## src/esp_pkg.sv

```systemverilog
`timescale 1ns / 1ps

package esp_pkg;

  localparam int DIV_NUM_W = 40;
  localparam int DIV_DEN_W = 32;
  localparam int DIV_CNT_W = 6;

  localparam int SCALE_STEPS = 16;
  localparam int RPM_STEPS   = 33;

  // 60000 * 256
  localparam logic [23:0] RPM_SCALE = 24'd15360000;

  typedef struct packed {
    logic                 start;
    logic [DIV_DEN_W-1:0] rem_init;
    logic [DIV_NUM_W-1:0] num;
    logic [DIV_DEN_W-1:0] den;
    logic [DIV_CNT_W-1:0] steps;
  } esp_div_req_t;

endpackage

```

## src/esp_div.sv

```systemverilog
`timescale 1ns / 1ps

module esp_div
  import esp_pkg::*;
(
  input  logic                 clk_i,
  input  logic                 rst_ni,
  input  esp_div_req_t         req_i,
  output logic                 done_o,
  output logic [DIV_NUM_W-1:0] quo_o
);

  logic                 busy_q, busy_d;
  logic                 done_q, done_d;
  logic [DIV_CNT_W-1:0] cnt_q, cnt_d;
  logic [DIV_DEN_W-1:0] rem_q, rem_d;
  logic [DIV_NUM_W-1:0] num_q, num_d;
  logic [DIV_DEN_W-1:0] den_q, den_d;
  logic [DIV_NUM_W-1:0] quo_q, quo_d;
  logic [DIV_DEN_W:0]   trial;
  logic [DIV_DEN_W:0]   diff;
  logic                 ge;

  // one quotient bit per cycle, numerator bits enter msb first
  assign trial = {rem_q, num_q[DIV_NUM_W-1]};
  assign diff  = trial - {1'b0, den_q};
  assign ge    = trial >= {1'b0, den_q};

  always_comb begin
    busy_d = busy_q;
    done_d = 1'b0;
    cnt_d  = cnt_q;
    rem_d  = rem_q;
    num_d  = num_q;
    den_d  = den_q;
    quo_d  = quo_q;
    if (req_i.start) begin
      busy_d = 1'b1;
      cnt_d  = req_i.steps;
      rem_d  = req_i.rem_init;
      num_d  = req_i.num;
      den_d  = req_i.den;
      quo_d  = '0;
    end else if (busy_q) begin
      rem_d = ge ? diff[DIV_DEN_W-1:0] : trial[DIV_DEN_W-1:0];
      num_d = {num_q[DIV_NUM_W-2:0], 1'b0};
      quo_d = {quo_q[DIV_NUM_W-2:0], ge};
      cnt_d = cnt_q - DIV_CNT_W'(1);
      if (cnt_q == DIV_CNT_W'(1)) begin
        busy_d = 1'b0;
        done_d = 1'b1;
      end
    end
  end

  always_ff @(posedge clk_i or negedge rst_ni) begin
    if (!rst_ni) begin
      busy_q <= 1'b0;
      done_q <= 1'b0;
      cnt_q  <= '0;
    end else begin
      busy_q <= busy_d;
      done_q <= done_d;
      cnt_q  <= cnt_d;
    end
  end

  always_ff @(posedge clk_i) begin
    rem_q <= rem_d;
    num_q <= num_d;
    den_q <= den_d;
    quo_q <= quo_d;
  end

  assign done_o = done_q;
  assign quo_o  = quo_q;

  a_start_idle : assert property (@(posedge clk_i) disable iff (!rst_ni)
    req_i.start |-> !busy_q)
    else $error("divider started while busy");

  a_rem_below_den : assert property (@(posedge clk_i) disable iff (!rst_ni)
    busy_q |-> rem_q < den_q)
    else $error("partial remainder not below divisor");

  a_done_ends_busy : assert property (@(posedge clk_i) disable iff (!rst_ni)
    done_q |-> !busy_q && $past(busy_q))
    else $error("done without a finished division");

endmodule

```

## src/encoder_speed_and_position_top.sv

```systemverilog
`timescale 1ns / 1ps
// path: from accept the item passes ST_EVAL, ST_RMUL, ST_RSTART and ST_FIN; the
// rpm division adds ST_RDIV, and rescaling the pulse count adds ST_SMUL and ST_SDIV
// flow: one item at a time, held in ST_FIN by output stalls; the
// bit-serial shared divider (one quotient bit per cycle) sets the pace; the next item
// is taken once the result is registered
// reset: asynchronous, active low; window 10 ms, first poll pending, all totals zero
module encoder_speed_and_position_top
  import esp_pkg::*;
#(
  parameter int COUNTS_PER_REV = 64
) (
  input  logic        clk_i,
  input  logic        rst_ni,
  input  logic        cfg_we_i,
  input  logic [15:0] cfg_wdata_i,     // sample_window_ms
  input  logic        s_axis_tvalid_i,
  output logic        s_axis_tready_o,
  input  logic [47:0] s_axis_tdata_i,  // counter_value[15:0], time_ms[47:16]
  output logic        m_axis_tvalid_o,
  input  logic        m_axis_tready_i,
  output logic [87:0] m_axis_tdata_o   // pulse_rate[15:0], rpm_q8[48:16],
                                       // total_count[80:49], zero pad
);

  localparam logic [16:0] CprVal = 17'(COUNTS_PER_REV);

  typedef enum logic [7:0] {
    ST_IDLE   = 8'b0000_0001,
    ST_EVAL   = 8'b0000_0010,
    ST_SMUL   = 8'b0000_0100,
    ST_SDIV   = 8'b0000_1000,
    ST_RMUL   = 8'b0001_0000,
    ST_RSTART = 8'b0010_0000,
    ST_RDIV   = 8'b0100_0000,
    ST_FIN    = 8'b1000_0000
  } state_e;

  state_e       state_q, state_d;
  logic         first_q, first_d;
  logic [15:0]  window_q, window_d;
  logic [31:0]  start_time_q, start_time_d;
  logic [15:0]  start_count_q, start_count_d;
  logic [15:0]  held_q, held_d;
  logic [15:0]  last_count_q, last_count_d;
  logic [31:0]  total_q, total_d;
  logic [15:0]  cnt_q, cnt_d;
  logic [31:0]  now_q, now_d;
  logic [31:0]  elapsed_q, elapsed_d;
  logic [30:0]  prod_q, prod_d;
  logic [15:0]  rate_q, rate_d;
  logic [39:0]  rnum_q, rnum_d;
  logic [31:0]  rden_q, rden_d;
  logic [32:0]  rpm_q, rpm_d;
  logic         m_valid_q, m_valid_d;
  logic [87:0]  m_data_q, m_data_d;

  logic         accept;
  logic [15:0]  dpos;
  logic [15:0]  dwin;
  logic [16:0]  pulses;
  logic [32:0]  prod_full;
  logic [32:0]  rden_full;
  logic [17:0]  w3;
  esp_div_req_t div_req;
  logic         div_done;
  logic [DIV_NUM_W-1:0] div_quo;

  esp_div u_div (
    .clk_i  (clk_i),
    .rst_ni (rst_ni),
    .req_i  (div_req),
    .done_o (div_done),
    .quo_o  (div_quo)
  );

  assign s_axis_tready_o = (state_q == ST_IDLE);
  assign accept          = s_axis_tvalid_i && s_axis_tready_o;

  assign dpos      = s_axis_tdata_i[15:0] - last_count_q;
  assign dwin      = cnt_q - start_count_q;
  assign pulses    = dwin[15] ? (17'd0 - {1'b1, dwin}) : {1'b0, dwin};
  assign prod_full = 33'(pulses) * 33'(window_q);
  assign rden_full = 33'(CprVal) * 33'(window_q);
  assign w3        = {1'b0, window_q, 1'b0} + {2'b00, window_q};

  always_comb begin
    state_d       = state_q;
    first_d       = first_q;
    window_d      = cfg_we_i ? cfg_wdata_i : window_q;
    start_time_d  = start_time_q;
    start_count_d = start_count_q;
    held_d        = held_q;
    last_count_d  = last_count_q;
    total_d       = total_q;
    cnt_d         = cnt_q;
    now_d         = now_q;
    elapsed_d     = elapsed_q;
    prod_d        = prod_q;
    rate_d        = rate_q;
    rnum_d        = rnum_q;
    rden_d        = rden_q;
    rpm_d         = rpm_q;
    m_valid_d     = m_valid_q && !m_axis_tready_i;
    m_data_d      = m_data_q;

    div_req          = '0;
    div_req.den      = rden_q;
    div_req.rem_init = DIV_DEN_W'(rnum_q[39:33]);
    div_req.num      = {rnum_q[32:0], 7'd0};
    div_req.steps    = DIV_CNT_W'(RPM_STEPS);

    unique case (state_q)
      ST_IDLE: begin
        if (accept) begin
          cnt_d        = s_axis_tdata_i[15:0];
          now_d        = s_axis_tdata_i[47:16];
          elapsed_d    = s_axis_tdata_i[47:16] - start_time_q;
          last_count_d = s_axis_tdata_i[15:0];
          total_d      = total_q + {{16{dpos[15]}}, dpos};
          state_d      = ST_EVAL;
        end
      end
      ST_EVAL: begin
        state_d = ST_RMUL;
        if (first_q) begin
          first_d       = 1'b0;
          start_time_d  = now_q;
          start_count_d = cnt_q;
          held_d        = '0;
          rate_d        = '0;
        end else if (elapsed_q < {16'd0, window_q}) begin
          rate_d = held_q;
        end else begin
          start_count_d = cnt_q;
          if (elapsed_q == '0) begin
            rate_d = held_q;
          end else if (elapsed_q > {14'd0, w3}) begin
            start_time_d = now_q;
            held_d       = '0;
            rate_d       = '0;
          end else begin
            start_time_d = now_q;
            prod_d       = prod_full[30:0];
            state_d      = ST_SMUL;
          end
        end
      end
      ST_SMUL: begin
        div_req.start    = 1'b1;
        div_req.den      = elapsed_q;
        div_req.rem_init = DIV_DEN_W'(prod_q[30:16]);
        div_req.num      = {prod_q[15:0], 24'd0};
        div_req.steps    = DIV_CNT_W'(SCALE_STEPS);
        state_d          = ST_SDIV;
      end
      ST_SDIV: begin
        if (div_done) begin
          held_d  = div_quo[15:0];
          rate_d  = div_quo[15:0];
          state_d = ST_RMUL;
        end
      end
      ST_RMUL: begin
        rnum_d  = 40'(rate_q) * 40'(RPM_SCALE);
        rden_d  = rden_full[31:0];
        state_d = ST_RSTART;
      end
      ST_RSTART: begin
        priority if (window_q == '0) begin
          rpm_d   = '0;
          state_d = ST_FIN;
        end else if ({25'd0, rnum_q[39:33]} >= rden_q) begin
          rpm_d   = '1;
          state_d = ST_FIN;
        end else begin
          div_req.start = 1'b1;
          state_d       = ST_RDIV;
        end
      end
      ST_RDIV: begin
        if (div_done) begin
          rpm_d   = div_quo[32:0];
          state_d = ST_FIN;
        end
      end
      ST_FIN: begin
        if (!m_valid_q || m_axis_tready_i) begin
          m_valid_d = 1'b1;
          m_data_d  = {7'd0, total_q, rpm_q, rate_q};
          state_d   = ST_IDLE;
        end
      end
      default: state_d = ST_IDLE;
    endcase
  end

  always_ff @(posedge clk_i or negedge rst_ni) begin
    if (!rst_ni) begin
      state_q       <= ST_IDLE;
      first_q       <= 1'b1;
      window_q      <= 16'd10;
      start_time_q  <= '0;
      start_count_q <= '0;
      held_q        <= '0;
      last_count_q  <= '0;
      total_q       <= '0;
      m_valid_q     <= 1'b0;
    end else begin
      state_q       <= state_d;
      first_q       <= first_d;
      window_q      <= window_d;
      start_time_q  <= start_time_d;
      start_count_q <= start_count_d;
      held_q        <= held_d;
      last_count_q  <= last_count_d;
      total_q       <= total_d;
      m_valid_q     <= m_valid_d;
    end
  end

  always_ff @(posedge clk_i) begin
    cnt_q     <= cnt_d;
    now_q     <= now_d;
    elapsed_q <= elapsed_d;
    prod_q    <= prod_d;
    rate_q    <= rate_d;
    rnum_q    <= rnum_d;
    rden_q    <= rden_d;
    rpm_q     <= rpm_d;
    m_data_q  <= m_data_d;
  end

  assign m_axis_tvalid_o = m_valid_q;
  assign m_axis_tdata_o  = m_data_q;

  a_accept_eval : assert property (@(posedge clk_i) disable iff (!rst_ni)
    accept |=> state_q == ST_EVAL)
    else $error("accepted item not evaluated");

  a_held_range : assert property (@(posedge clk_i) disable iff (!rst_ni)
    held_q <= 16'd32768)
    else $error("held rate out of range");

  a_first_clear : assert property (@(posedge clk_i) disable iff (!rst_ni)
    $fell(first_q) |-> $past(state_q == ST_EVAL))
    else $error("first poll flag cleared outside evaluation");

  a_valid_from_fin : assert property (@(posedge clk_i) disable iff (!rst_ni)
    $rose(m_valid_q) |-> $past(state_q == ST_FIN))
    else $error("result raised outside final state");

endmodule
```

## config.mk

```make
export PLATFORM = sky130hd
export DESIGN_NAME = encoder_speed_and_position_top
export DESIGN_NICKNAME = d
export VERILOG_FILES = /design/src/esp_pkg.sv /design/src/esp_div.sv /design/src/encoder_speed_and_position_top.sv
export SDC_FILE = /design/constraint.sdc
export NUM_CORES = 2
export LEC_CHECK = 0
export ABC_CLOCK_PERIOD_IN_PS = 19900
export BUFFER_PORTS_ARGS = -buffer_cell sky130_fd_sc_hd__buf_2
export CAP_MARGIN = 20
export CELL_PAD_IN_SITES_DETAIL_PLACEMENT = 1
export CELL_PAD_IN_SITES_GLOBAL_PLACEMENT = 2
export CORE_AREA = 2 2 365 367
export DETAILED_ROUTE_END_ITERATION = 12
export DIE_AREA = 0 0 367 369
export GPL_ROUTABILITY_DRIVEN = 0
export PLACE_DENSITY = 0.66
export SLEW_MARGIN = 10
export SYNTH_ARGS = -nofsm -noshare
export SYNTH_HDL_FRONTEND = slang
export SYNTH_SLANG_ARGS = --single-unit
```

## constraint.sdc

```tcl
create_clock -name clk_i -period 19.9 [get_ports clk_i]
set_input_delay 0.995 -clock clk_i [delete_from_list [all_inputs] [get_ports clk_i]]
set_output_delay 0.995 -clock clk_i [all_outputs]
set_load 0.05 [all_outputs]
```

==> run summary <==
## Setup path
* sky130_fd_sc_hd__xnor2_2 — cell with the largest stage delay on the worst path
* 10.01 ns — internal reg-to-reg setup slack
* 10.30 ns — Crit path arrival time
* 24 — top fanout value on the critical path
* 32 — cell count of the worst reg-to-reg path
* prod_q[30] — endpoint of the lowest-slack register-to-register path
* start_count_q[1] — startpoint of the worst register-to-register path
* sky130_fd_sc_hd__fa_1 — cell type with the highest occurrence count on the critical path
* 0.76 ns — largest stage delay on the critical path
* 20.32 ns — Critical Path RT
* flop — Critical Path End Type
* reg2reg — class of the most critical setup path
* flop — CP startpoint kind

## Synth
* 368 — number of synthesized flops with an enable pin
* 3661 — Post-Syn Instances
* sky130_fd_sc_hd__edfxtp_1 — dominant synthesized flop cell
* 0.03910 sq mm — post-synthesis instance area
* 80 — number of distinct library cell variants in the gate-level netlist after synthesis
* 0 — synthesis warning total
* 39.31% — sequential element share of the synthesized area
* 547 — Synth Register Bits
* 26.69% — Post-synth ARST share
* 10.68 sq um — average footprint of a synthesized cell

## Floorplan
* 0.1311 sq mm — Core Area
* 0.1354 sq mm — Die ar.
* 369 um — chip height
* 29.82% — starting density of the core
* 133 — Core Rows
* 367 um — die width
* 159 — count of boundary I/O pins

## STA
* 1.037 ns — Slew @ Worst Pin
* 0 ns — total negative slack for setup checks
* 0 — Slew Limit Fails
* 0 — # setup viols final
* 0.04555 ns — clock skew after layout
* 30.89% — Slew HR
* 49.68% — portion of the clock cycle consumed by the worst path in the final layout
* 101.1 MHz — Max Freq
* no — setup repair after global routing missed its margin
* 0 — final-report hold violation count
* 9.886 ns — Period minus WS final

## Clocking
* 3 — number of buffers on the longest clock path
* sky130_fd_sc_hd__clkbuf_16 — Root Buffer
* built — CTS tree
* 0 — number of post-CTS setup repair buffers
* 0 — count of hold buffers inserted by post-cts repair
* 0.07 ns — CTS clk-pin slew, worst paths
* 0.67 ns — later-pin clock latency in the skew report
* 547 — TritonCTS Sinks
* 0 — post-cts repair resize count
* 68 — total clock buffers created by CTS
* 3 — number of H-tree branching levels

## Min path
* in2async — Min-Delay Path Class

## Job
* 0 — number of maximum-capacitance constraint violations

## Route
* 0 — number of routed nets with antenna violations
* 4.756 — vias per cell
* 26919 — via count of the routed design
* 4 — Pre-Repair DR Iteration Count
* 0 — remaining routing DRC violations
* 1086 — initial detailed-routing violation count
* 110300 um — wire length reported by the detailed router
* 19.48 um — post-DR wirelength/cell

## Final layout
* sky130_fd_sc_hd__inv_1 — most common library cell in the layout ignoring fill and taps
* 451 x sky130_fd_sc_hd__inv_1, 379 x sky130_fd_sc_hd__nand2_1, 368 x sky130_fd_sc_hd__edfxtp_1 — most used cells in the layout excluding fill and tap cells
* 13.88% — synth-to-layout area growth
* 4543 — number of nets in the layout
* 10.90% — layout cells sized above 1
* 14757 — FILL cells

## Global routing
* 16.55% — all-layer global routing usage
* 20 — initial antenna violation count
* 0 — aggregate global routing overflow
* 29239 — number of global-route vias before repair
* 81 — maximum number of pins on one net before global-route repair
* 174200 um — wire length of the first global-routing pass

## Status
* complete, no violations — status

## Placed design
* 82750 um — HPWL reported at the end of detailed placement
* 151 — count of buffers from port buffering

-- Yosys cell counts (all sizes together), types with 68 or more instances --
cell,instances,area [sq um]
nor2,195,734.5
dfrtp,142,3553
inv,452,1697
a21oi,168,840.8
xor2,68,595.6
ha,356,4454
clkbuf,81,304.0
o21ai,177,885.9
xnor2,116,1031
o21a,80,600.6
fa,274,5485
nand2,381,1430
edfxtp,368,11050
and2,119,748.2
-- per-stage QoR --
| step | std cells | utilization [%] | instance area, sq um | hold slack [ns] | worst slack, ns |
|---|---|---|---|---|---|
| detailed placement | 5528 | 32.15 | 42160 | 0.4052 | 10.01 |
| floorplan | 3680 | - | 39180 | 0.4003 | 11.39 |
| finish | 5660 | 33.96 | 44530 | 0.3087 | 10.01 |
| global placement | 5528 | 32.15 | 42160 | 0.4024 | 10.14 |
| global route | 5659 | 33.96 | 44530 | 0.3191 | 9.308 |
| CTS | 5653 | 33.93 | 44500 | 0.2855 | 9.997 |
-- how the worst max path moves through the flow --
| stage | start | endpoint | slack [ns] | cells after the start |
|---|---|---|---|---|
| 2_1_floorplan | cnt_q[7] | prod_q[30] | 11.39 | 34 |
| 3_3_place_gp | start_count_q[1] | prod_q[30] | 10.14 | 32 |
| 3_5_place_dp | start_count_q[1] | prod_q[30] | 10.01 | 32 |
| 4_1_cts | start_count_q[1] | prod_q[30] | 10.0 | 32 |
| 5_1_grt | start_count_q[1] | prod_q[30] | 9.31 | 32 |
| 6_report | start_count_q[1] | prod_q[30] | 10.01 | 32 |
-- metal layers --
| metal | wire [um] | track usage, % |
|---|---|---|
| met1 | 50930 | 21.71 |
| met2 | 52290 | 27.75 |
| met3 | 3834 | 3.028 |
| met4 | 3051 | 4.831 |
| met5 | 161 | 0 |
-- sequential cells by signal, summed over array words and instances, names as in the netlist, 6 cells and up --
name            count
total_q            32
start_count_q      16
rate_q             16
u_div.num_q        20
m_axis_tdata_o     81
rden_q             16
rpm_q              33
rnum_q             27
now_q              32
prod_q             31
state_q             8
held_q             16
u_div.cnt_q         6
start_time_q       32
last_count_q       16
cnt_q              16
u_div.quo_o        33
u_div.rem_q        32
window_q           16
elapsed_q          32
u_div.den_q        32
-- worst max-delay path, delay by kind of cell (launching register included) --
| family | cells | cell delay (ns) |
|---|---|---|
| buffers and inverters | 4 | 0.22 |
| adder cells (fa/ha/maj) | 8 | 3.61 |
| flip-flops | 1 | 0.37 |
| XOR/XNOR | 2 | 1.19 |
| AND/OR/NAND/NOR | 8 | 1.89 |
| AO/OA/AOI/OAI | 10 | 2.35 |
-- area by class of cell --
type                       count  area [sq um]  area share [%]
tap                         1755          2196           4.931
antenna                        6         15.01         0.03372
timing repair buffer         201          1150           2.582
clock inverter                29         360.3          0.8092
clock buffer                  96          1981           4.448
multi-input combinational   2572         21750           48.84
inverter                     454          1708           3.835
sequential                   547         15370           34.52
-- cell families after synthesis --
logic type	after synthesis	synth area share (%)
mux	105	2.893
other cells	2	0.01921
buf+inv	561	5.555
flops	547	39.31
simple gates	949	11.48
xor+xnor	185	4.217
fa+ha+maj	630	25.42
compound gates	682	11.12
Power is not shown: default switching activity piles up to over one toggle a cycle in this logic, so the estimate is an artifact.
